## src/hw/rtl/oal_pkg.sv

```systemverilog
package oal_pkg;

    localparam int CAPACITY_DEF = 64;

    localparam int KIND_W      = 3;
    localparam int POS_W       = 7;
    localparam int VAL_W       = 32;
    localparam int STAT_W      = 2;
    localparam int CNT_OUT_W   = 7;
    localparam int IN_TDATA_W  = 48;
    localparam int OUT_TDATA_W = 48;

    typedef enum logic [KIND_W-1:0] {
        K_APPEND = 3'd0,
        K_INSERT = 3'd1,
        K_DELETE = 3'd2,
        K_READ   = 3'd3,
        K_FIND   = 3'd4
    } t_kind;

    typedef enum logic [STAT_W-1:0] {
        ST_OK       = 2'd0,
        ST_FULL     = 2'd1,
        ST_RANGE    = 2'd2,
        ST_NOTFOUND = 2'd3
    } t_status;

    typedef enum logic [1:0] {
        W_INS  = 2'd0,
        W_DEL  = 2'd1,
        W_READ = 2'd2,
        W_FIND = 2'd3
    } t_walk;

    typedef struct packed {
        logic    load;
        logic    set_status;
        t_status status;
        logic    wr_val_end;
        logic    wr_val_pos;
        logic    cnt_inc;
        logic    cnt_dec;
        logic    walk_start;
        t_walk   walk_mode;
        logic    out_load;
    } t_dp_cmd;

    typedef struct packed {
        logic [KIND_W-1:0] kind;
        logic              full;
        logic              pos_bad;
        logic              ins_bad;
        logic              ins_at_end;
        logic              empty;
        logic              walk_done;
    } t_dp_stat;

endpackage

```

## src/hw/rtl/oal_datapath.sv

```systemverilog
module oal_datapath
    import oal_pkg::*;
#(
    parameter int CAPACITY = CAPACITY_DEF
) (
    input  logic                   i_clk,
    input  logic                   i_rst_n,
    input  t_dp_cmd                i_cmd,
    input  logic [IN_TDATA_W-1:0]  i_s_tdata,
    output t_dp_stat               o_stat,
    output logic [OUT_TDATA_W-1:0] o_m_tdata
);

    localparam int AW = (CAPACITY > 1) ? $clog2(CAPACITY) : 1;
    localparam int CW = $clog2(CAPACITY + 1);
    localparam int XW = ((CW > POS_W) ? CW : POS_W) + 1;

    logic [VAL_W-1:0]       r_mem [CAPACITY];
    logic [VAL_W-1:0]       r_rdata;
    logic [KIND_W-1:0]      r_kind;
    logic [POS_W-1:0]       r_pos;
    logic [VAL_W-1:0]       r_val;
    logic [CW-1:0]          r_count, n_count;
    logic [AW-1:0]          r_rp, n_rp;
    logic [AW-1:0]          r_last, n_last;
    logic [AW-1:0]          r_ra, n_ra;
    logic                   r_issue, n_issue;
    logic                   r_rv, n_rv;
    t_walk                  r_mode, n_mode;
    t_status                r_status, n_status;
    logic [VAL_W-1:0]       r_rd, n_rd;
    logic [POS_W-1:0]       r_fpos, n_fpos;
    logic [OUT_TDATA_W-1:0] r_out;
    logic                   we;
    logic [AW-1:0]          waddr;
    logic [VAL_W-1:0]       wdata;
    logic [XW-1:0]          pos_x, cnt_x;
    logic [AW-1:0]          pos_a, cnt_a;
    logic                   hit;

    assign pos_x = XW'(r_pos);
    assign cnt_x = XW'(r_count);
    assign pos_a = AW'(pos_x - XW'(1));
    assign cnt_a = AW'(cnt_x - XW'(1));
    assign hit   = r_rv && (r_mode == W_FIND) && (r_rdata == r_val);

    assign o_stat.kind       = r_kind;
    assign o_stat.full       = (r_count == CW'(CAPACITY));
    assign o_stat.pos_bad    = (r_pos == '0) || (pos_x > cnt_x);
    assign o_stat.ins_bad    = (r_pos == '0) || (pos_x > cnt_x + XW'(1));
    assign o_stat.ins_at_end = (pos_x == cnt_x + XW'(1));
    assign o_stat.empty      = (r_count == '0);
    assign o_stat.walk_done  = !r_issue && !r_rv;

    assign o_m_tdata = r_out;

    always_comb begin
        n_count  = r_count;
        n_rp     = r_rp;
        n_last   = r_last;
        n_ra     = r_ra;
        n_issue  = r_issue;
        n_rv     = 1'b0;
        n_mode   = r_mode;
        n_status = r_status;
        n_rd     = r_rd;
        n_fpos   = r_fpos;
        we       = 1'b0;
        waddr    = r_ra;
        wdata    = r_rdata;

        if (i_cmd.load) begin
            n_status = ST_OK;
            n_rd     = '0;
            n_fpos   = '0;
        end
        if (i_cmd.set_status) begin
            n_status = i_cmd.status;
        end
        if (i_cmd.cnt_inc) begin
            n_count = r_count + CW'(1);
        end
        if (i_cmd.cnt_dec) begin
            n_count = r_count - CW'(1);
        end
        if (i_cmd.wr_val_end) begin
            we    = 1'b1;
            waddr = AW'(r_count);
            wdata = r_val;
        end
        if (i_cmd.wr_val_pos) begin
            we    = 1'b1;
            waddr = pos_a;
            wdata = r_val;
        end

        if (i_cmd.walk_start) begin
            n_mode  = i_cmd.walk_mode;
            n_issue = 1'b1;
            case (i_cmd.walk_mode)
                W_INS: begin
                    n_rp   = cnt_a;
                    n_last = pos_a;
                end
                W_DEL: begin
                    n_rp   = pos_a;
                    n_last = cnt_a;
                end
                W_READ: begin
                    n_rp   = pos_a;
                    n_last = pos_a;
                end
                default: begin
                    n_rp   = '0;
                    n_last = cnt_a;
                end
            endcase
        end

        if (r_issue) begin
            n_rv = 1'b1;
            n_ra = r_rp;
            if (r_rp == r_last) begin
                n_issue = 1'b0;
            end else if (r_mode == W_INS) begin
                n_rp = r_rp - AW'(1);
            end else begin
                n_rp = r_rp + AW'(1);
            end
        end

        if (r_rv) begin
            case (r_mode)
                W_INS: begin
                    we    = 1'b1;
                    waddr = r_ra + AW'(1);
                end
                W_DEL: begin
                    if (r_ra == pos_a) begin
                        n_rd = r_rdata;
                    end else begin
                        we    = 1'b1;
                        waddr = r_ra - AW'(1);
                    end
                end
                W_READ: begin
                    n_rd = r_rdata;
                end
                default: begin
                    if (hit) begin
                        n_status = ST_OK;
                        n_fpos   = POS_W'(XW'(r_ra) + XW'(1));
                        n_issue  = 1'b0;
                        n_rv     = 1'b0;
                    end
                end
            endcase
        end
    end

    always_ff @(posedge i_clk) begin
        if (!i_rst_n) begin
            r_count <= '0;
            r_issue <= 1'b0;
            r_rv    <= 1'b0;
        end else begin
            r_count <= n_count;
            r_issue <= n_issue;
            r_rv    <= n_rv;
        end
    end

    always_ff @(posedge i_clk) begin
        r_rp     <= n_rp;
        r_last   <= n_last;
        r_ra     <= n_ra;
        r_mode   <= n_mode;
        r_status <= n_status;
        r_rd     <= n_rd;
        r_fpos   <= n_fpos;
        if (i_cmd.load) begin
            r_kind <= i_s_tdata[2:0];
            r_pos  <= i_s_tdata[9:3];
            r_val  <= i_s_tdata[41:10];
        end
        if (i_cmd.out_load) begin
            r_out <= {CNT_OUT_W'(r_count), r_fpos, r_rd, r_status};
        end
    end

    always_ff @(posedge i_clk) begin
        if (we) begin
            r_mem[waddr] <= wdata;
        end
        r_rdata <= r_mem[r_rp];
    end

endmodule

```

## src/hw/rtl/oal_ctrl.sv

```systemverilog
module oal_ctrl
    import oal_pkg::*;
(
    input  logic     i_clk,
    input  logic     i_rst_n,
    input  logic     i_s_tvalid,
    output logic     o_s_tready,
    output logic     o_m_tvalid,
    input  logic     i_m_tready,
    input  t_dp_stat i_stat,
    output t_dp_cmd  o_cmd
);

    typedef enum logic [3:0] {
        S_IDLE   = 4'b0001,
        S_DECODE = 4'b0010,
        S_WALK   = 4'b0100,
        S_DONE   = 4'b1000
    } t_state;

    t_state r_state, n_state;
    logic   r_ovalid, n_ovalid;

    assign o_s_tready = (r_state == S_IDLE);
    assign o_m_tvalid = r_ovalid;

    always_comb begin
        n_state  = r_state;
        n_ovalid = r_ovalid && !i_m_tready;
        o_cmd    = '0;

        case (r_state)
            S_IDLE: begin
                if (i_s_tvalid) begin
                    o_cmd.load = 1'b1;
                    n_state    = S_DECODE;
                end
            end
            S_DECODE: begin
                n_state = S_DONE;
                case (i_stat.kind)
                    K_APPEND: begin
                        if (i_stat.full) begin
                            o_cmd.set_status = 1'b1;
                            o_cmd.status     = ST_FULL;
                        end else begin
                            o_cmd.wr_val_end = 1'b1;
                            o_cmd.cnt_inc    = 1'b1;
                        end
                    end
                    K_INSERT: begin
                        if (i_stat.full) begin
                            o_cmd.set_status = 1'b1;
                            o_cmd.status     = ST_FULL;
                        end else if (i_stat.ins_bad) begin
                            o_cmd.set_status = 1'b1;
                            o_cmd.status     = ST_RANGE;
                        end else if (i_stat.ins_at_end) begin
                            o_cmd.wr_val_pos = 1'b1;
                            o_cmd.cnt_inc    = 1'b1;
                        end else begin
                            o_cmd.walk_start = 1'b1;
                            o_cmd.walk_mode  = W_INS;
                            n_state          = S_WALK;
                        end
                    end
                    K_DELETE: begin
                        if (i_stat.pos_bad) begin
                            o_cmd.set_status = 1'b1;
                            o_cmd.status     = ST_RANGE;
                        end else begin
                            o_cmd.walk_start = 1'b1;
                            o_cmd.walk_mode  = W_DEL;
                            n_state          = S_WALK;
                        end
                    end
                    K_READ: begin
                        if (i_stat.pos_bad) begin
                            o_cmd.set_status = 1'b1;
                            o_cmd.status     = ST_RANGE;
                        end else begin
                            o_cmd.walk_start = 1'b1;
                            o_cmd.walk_mode  = W_READ;
                            n_state          = S_WALK;
                        end
                    end
                    K_FIND: begin
                        o_cmd.set_status = 1'b1;
                        o_cmd.status     = ST_NOTFOUND;
                        if (!i_stat.empty) begin
                            o_cmd.walk_start = 1'b1;
                            o_cmd.walk_mode  = W_FIND;
                            n_state          = S_WALK;
                        end
                    end
                    default: begin
                    end
                endcase
            end
            S_WALK: begin
                if (i_stat.walk_done) begin
                    n_state = S_DONE;
                    if (i_stat.kind == K_INSERT) begin
                        o_cmd.wr_val_pos = 1'b1;
                        o_cmd.cnt_inc    = 1'b1;
                    end
                    if (i_stat.kind == K_DELETE) begin
                        o_cmd.cnt_dec = 1'b1;
                    end
                end
            end
            S_DONE: begin
                if (!r_ovalid || i_m_tready) begin
                    o_cmd.out_load = 1'b1;
                    n_ovalid       = 1'b1;
                    n_state        = S_IDLE;
                end
            end
            default: begin
                n_state = S_IDLE;
            end
        endcase
    end

    always_ff @(posedge i_clk) begin
        if (!i_rst_n) begin
            r_state  <= S_IDLE;
            r_ovalid <= 1'b0;
        end else begin
            r_state  <= n_state;
            r_ovalid <= n_ovalid;
        end
    end

endmodule

```

## src/hw/rtl/ordered_array_list_engine.sv

```systemverilog
// Append, insert at the end, find in an empty list, rejected requests and unused kinds pass
// from decode straight to the result register; other reads, inserts, deletes and finds
// first walk the entries they need, one per cycle (a find stops at its first match).
// A result that finds the previous beat still waiting holds until m_axis_tready; the next
// input beat is taken the cycle after it is loaded.
// Reset clears the entry count and the handshake state; entry memory is not cleared.
module ordered_array_list_engine
    import oal_pkg::*;
#(
    parameter int CAPACITY = CAPACITY_DEF
) (
    input  logic                   i_clk,
    input  logic                   i_rst_n,
    input  logic                   s_axis_tvalid,
    output logic                   s_axis_tready,
    // kind[2:0], position[9:3], value[41:10], zero fill
    input  logic [IN_TDATA_W-1:0]  s_axis_tdata,
    output logic                   m_axis_tvalid,
    input  logic                   m_axis_tready,
    // status[1:0], read_value[33:2], found_position[40:34], count[47:41]
    output logic [OUT_TDATA_W-1:0] m_axis_tdata
);

    t_dp_cmd  cmd;
    t_dp_stat stat;

    oal_ctrl u_ctrl (
        .i_clk      (i_clk),
        .i_rst_n    (i_rst_n),
        .i_s_tvalid (s_axis_tvalid),
        .o_s_tready (s_axis_tready),
        .o_m_tvalid (m_axis_tvalid),
        .i_m_tready (m_axis_tready),
        .i_stat     (stat),
        .o_cmd      (cmd)
    );

    oal_datapath #(
        .CAPACITY (CAPACITY)
    ) u_datapath (
        .i_clk     (i_clk),
        .i_rst_n   (i_rst_n),
        .i_cmd     (cmd),
        .i_s_tdata (s_axis_tdata),
        .o_stat    (stat),
        .o_m_tdata (m_axis_tdata)
    );

    a_one_at_a_time: assert property (@(posedge i_clk) disable iff (!i_rst_n)
        (s_axis_tvalid && s_axis_tready) |=> !s_axis_tready)
        else $error("input beat taken while a request is in progress");

    a_full_count: assert property (@(posedge i_clk) disable iff (!i_rst_n)
        (m_axis_tvalid && (m_axis_tdata[1:0] == ST_FULL))
        |-> (m_axis_tdata[47:41] == CNT_OUT_W'(CAPACITY)))
        else $error("full status with a count below capacity");

    a_found_ok: assert property (@(posedge i_clk) disable iff (!i_rst_n)
        (m_axis_tvalid && (m_axis_tdata[40:34] != '0)) |-> (m_axis_tdata[1:0] == ST_OK))
        else $error("found position reported with a failing status");

    a_no_overwrite: assert property (@(posedge i_clk) disable iff (!i_rst_n)
        cmd.out_load |-> (!m_axis_tvalid || m_axis_tready))
        else $error("result register overwritten while its beat waits");

endmodule
```

## config.mk

```make
export PLATFORM = sky130hd
export DESIGN_NAME = ordered_array_list_engine
export DESIGN_NICKNAME = d
export VERILOG_FILES = /design/src/hw/rtl/oal_pkg.sv /design/src/hw/rtl/oal_datapath.sv /design/src/hw/rtl/oal_ctrl.sv /design/src/hw/rtl/ordered_array_list_engine.sv
export SDC_FILE = /design/constraint.sdc
export NUM_CORES = 2
export LEC_CHECK = 0
export BUFFER_PORTS_ARGS = -buffer_cell sky130_fd_sc_hd__buf_2
export CAP_MARGIN = 20
export CORE_AREA = 5 5 316 628
export DETAILED_ROUTE_END_ITERATION = 7
export DIE_AREA = 0 0 321 633
export SLEW_MARGIN = 5
export SYNTH_ARGS = -nofsm -noshare
export SYNTH_HDL_FRONTEND = slang
export SYNTH_SLANG_ARGS = --single-unit
```

## constraint.sdc

```tcl
create_clock -name i_clk -period 5.54 [get_ports i_clk]
set_input_delay 1.108 -clock i_clk [delete_from_list [all_inputs] [get_ports i_clk]]
set_output_delay 1.108 -clock i_clk [all_outputs]
set_load 0.005 [all_outputs]
```

==> flow_metrics.env <==
export IMPL_status="finished clean"
export IMPL_crit_path_start="u_datapath.r_count[1]"
export IMPL_drt_iter0_drc=3606
export IMPL_worst_r2r_setup_slack_ns=0.64
export IMPL_r2r_start="u_datapath.r_count[1]"
export IMPL_num_vias=38527
export IMPL_die_width_um=321
export IMPL_grt_setup_unrepaired="no"
export IMPL_rr_worst_depth=12
export IMPL_arrival_ns=5.34
export IMPL_ctsHtreeMaxLevel=4
export IMPL_grt_max_degree=72
export IMPL_cts_buffers=186
export IMPL_cts_max_path_buffers=4
export IMPL_start_util=0.449
export IMPL_stdcell_area_um2=98100
export IMPL_ctsResizeCount=0
export IMPL_cts_setup_buffers=0
export IMPL_startpoint_type="register"
export IMPL_area_growth_pct=13.6
export IMPL_dpl_hpwl_mm=128
export IMPL_cts_tree="done"
export IMPL_hold_buffers=0
export IMPL_layout_drive_gt1_share=0.322
export IMPL_seq_area_frac_synth=0.769
export IMPL_cts_sinks=2245
export IMPL_ios=102
export IMPL_p_leak_nw=29.9
export IMPL_reg2reg_to="u_datapath.r_mem[61][13]"
export IMPL_worstMarginPinSlew_ns=1.11
export IMPL_setup_viol=0
export IMPL_peakVddDrop_mv=0.284
export IMPL_synth_ff_type="edfxtp_1"
export IMPL_drc=0
export IMPL_ys_async_sr_fraction=0
export IMPL_place_area_um2=91900
export IMPL_gp_congestion=0.855
export IMPL_synth_seq_cells=2245
export IMPL_synth_cell_area_um2=86400
export IMPL_whs_endpoint="u_datapath.o_m_tdata[15]"
export IMPL_yosys_warnings=0
export IMPL_die_h_um=633
export IMPL_max_slew_margin=0.258
export IMPL_drt_total_wl_mm=204
export IMPL_first_pass_iters=5
export IMPL_hold_viol=0
export IMPL_avgSynthCellArea_um2=23.4
export IMPL_fillCellCount=14924
export IMPL_grt_pass1_wl_mm=298
export IMPL_finalNetCount=4038
export IMPL_detail_route_antenna_nets=0
export IMPL_final_common_cell="edfxtp_1"
export IMPL_crit_required_ns=5.98
export IMPL_synth_edf_count=2152
export IMPL_setup_tns_ns=0
export IMPL_whs_path_depth=0
export IMPL_min_path_type="reg -> reg"
export IMPL_grt_ovfl_total=0
export IMPL_syn_nets=3777
export IMPL_cts_root_buffer_cell="clkbuf_16"
export IMPL_fmax_mhz=204
export IMPL_core_um2=193000
export IMPL_finalCriticalPeriod_ns=4.90
export IMPL_report_final_slew_viol_count=0
export IMPL_track_usage=0.201
export IMPL_clk_pin_slew_ns=0.07
export IMPL_io_buffers=95
export IMPL_antenna_found_initial=17
export IMPL_cp_max_fo=32
export IMPL_holdCritStartpoint="u_datapath.r_rd[13]"
export IMPL_die_area_um2=203000
export IMPL_crit_path_end_kind="register"
export IMPL_worst_setup_path_type="reg -> reg"
export IMPL_clk_insertion_delay_late_ns=0.82
export IMPL_routedWlPerCell_um=30.8
export IMPL_rows=228
export IMPL_synth_cells=3687
export IMPL_p_per_area_nw_per_um2=482
export IMPL_final_cell_mix="2152 x edfxtp_1, 672 x mux4_2, 188 x clkbuf_16"
export IMPL_grt_pass1_vias=41200
export IMPL_ys_types=75
export IMPL_cap_violations=0
export IMPL_period_share=0.885
export IMPL_via_per_inst=5.81
export IMPL_skew_ns=0.0420
-- Yosys cell counts (3+ instances only) --
master | n | share of area
and2_1 | 7 | 0.00051
nand3b_1 | 5 | 0.00043
a22o_1 | 32 | 0.0032
o211a_1 | 4 | 0.00046
nand2b_1 | 3 | 0.00022
nor3_1 | 11 | 0.00064
nor2b_1 | 11 | 0.00080
nor2_1 | 88 | 0.0038
xnor2_1 | 35 | 0.0035
edfxtp_1 | 2152 | 0.75
o21ai_0 | 24 | 0.0014
mux2_2 | 34 | 0.0044
nand3_1 | 31 | 0.0018
nand3b_2 | 3 | 0.00039
a211oi_1 | 5 | 0.00043
a31oi_1 | 7 | 0.00051
a22oi_1 | 6 | 0.00052
mux4_2 | 672 | 0.18
o21bai_1 | 3 | 0.00026
buf_1 | 50 | 0.0022
a21oi_1 | 32 | 0.0019
or3_1 | 6 | 0.00043
dfxtp_1 | 93 | 0.022
xor2_1 | 38 | 0.0039
inv_1 | 33 | 0.0014
nand4_1 | 7 | 0.00051
nor4b_1 | 3 | 0.00030
clkbuf_1 | 122 | 0.0053
buf_2 | 7 | 0.00041
mux2i_1 | 4 | 0.00046
a21o_1 | 9 | 0.00078
ha_1 | 36 | 0.0052
nor4_1 | 8 | 0.00058
and4_1 | 3 | 0.00030
nand2_1 | 41 | 0.0018
and3_1 | 9 | 0.00065
-- state kept, by name, summed over array words and instances, names as in the netlist --
| name | flops |
|---|---|
| u_ctrl.o_m_tvalid | 1 |
| u_datapath.r_rp | 6 |
| u_datapath.r_fpos | 7 |
| u_datapath.r_rdata | 32 |
| u_datapath.r_val | 32 |
| u_datapath.r_rd | 32 |
| u_datapath.r_pos | 7 |
| u_datapath.r_kind | 3 |
| u_datapath.r_status | 2 |
| u_datapath.r_count | 7 |
| u_datapath.r_ra | 6 |
| u_datapath.r_last | 6 |
| u_datapath.r_mem | 2048 |
| u_datapath.r_issue | 1 |
| u_datapath.r_mode | 2 |
| u_datapath.r_rv | 1 |
| u_datapath.o_m_tdata | 48 |
| u_ctrl.r_state | 4 |
-- power by group --
part / internal (mW) / switching [mW] / total (mW) / leakage [nW]
combinational: 5.31 / 7.02 / 12.3 / 6.95
sequential: 21.3 / 0.635 / 22.0 / 20.1
clock: 7.10 / 5.94 / 13.0 / 2.85
-- worst max-delay path by stage --
stage | to | slack, ns | depth (start not counted)
2_1_floorplan | u_datapath.r_mem[60][0] | 0.89 | 15
3_3_place_gp | u_datapath.r_mem[63][21] | 0.66 | 12
3_5_place_dp | u_datapath.r_mem[61][14] | 0.64 | 12
4_1_cts | u_datapath.r_mem[61][6] | 0.63 | 12
5_1_grt | u_datapath.r_mem[61][13] | 0.41 | 12
6_report | u_datapath.r_mem[61][13] | 0.64 | 12
-- metal layers --
layer / vias to the layer above / share of wire / wire length, um / GRT usage
met4: 0 / 0.031 / 6260 / 0.0585
met3: 262 / 0.036 / 7350 / 0.0193
li1: 16241 / - / - / -
met2: 971 / 0.57 / 116000 / 0.386
met1: 21053 / 0.36 / 74600 / 0.239
met5: - / 0 / 0 / 0
-- kinds of logic after synthesis --
group / after synthesis / share of synthesized area
adder cells (fa/ha/maj): 38 / 0.00567
flip-flops: 2245 / 0.769
buffers and inverters: 218 / 0.00979
AND/OR/NAND/NOR: 252 / 0.0149
XOR/XNOR: 75 / 0.00792
AO/OA/AOI/OAI: 149 / 0.0125
multiplexers: 710 / 0.180
-- critical path, stage by stage, from the launching register on --
cell and delay [ns]:
dfxtp_1 0.56, ha_1 0.30, nand3_1 0.11, xnor2_1 0.13, ha_1 0.30, nand4_1 0.12
nor2_1 0.26, a41o_1 0.50, mux2i_1 0.26, a21oi_1 0.32, or3b_1 0.82, nor2_4 0.20
buf_4 0.57
-- area by class of cell --
cell class / count / area (um2) / area share
antenna: 5 / 12.5 / 0.000127
clock buffer: 233 / 4930 / 0.0503
clock inverter: 99 / 956 / 0.00974
inverter: 36 / 135 / 0.00138
multi-input combinational: 1224 / 19600 / 0.200
sequential: 2245 / 66500 / 0.678
tap: 2530 / 3170 / 0.0323
timing repair buffer: 255 / 2830 / 0.0288
-- metrics by stage --
| stage | total power, mW | std cells | hold WS (ns) | util | worst slack [ns] |
|---|---|---|---|---|---|
| 3_5_place_dp | 34.7 | 6274 | 0.418 | 0.477 | 0.641 |
| 4_1_cts | 47.7 | 6606 | 0.395 | 0.508 | 0.629 |
| 6_report | 47.3 | 6627 | 0.434 | 0.510 | 0.637 |
| 5_1_grt | 49.2 | 6627 | 0.427 | 0.510 | 0.408 |
| 3_3_place_gp | 34.4 | 6274 | 0.420 | 0.477 | 0.661 |
| 2_1_floorplan | 30.0 | 3687 | 0.406 | - | 0.888 |
(Power assumes the default switching activity.)
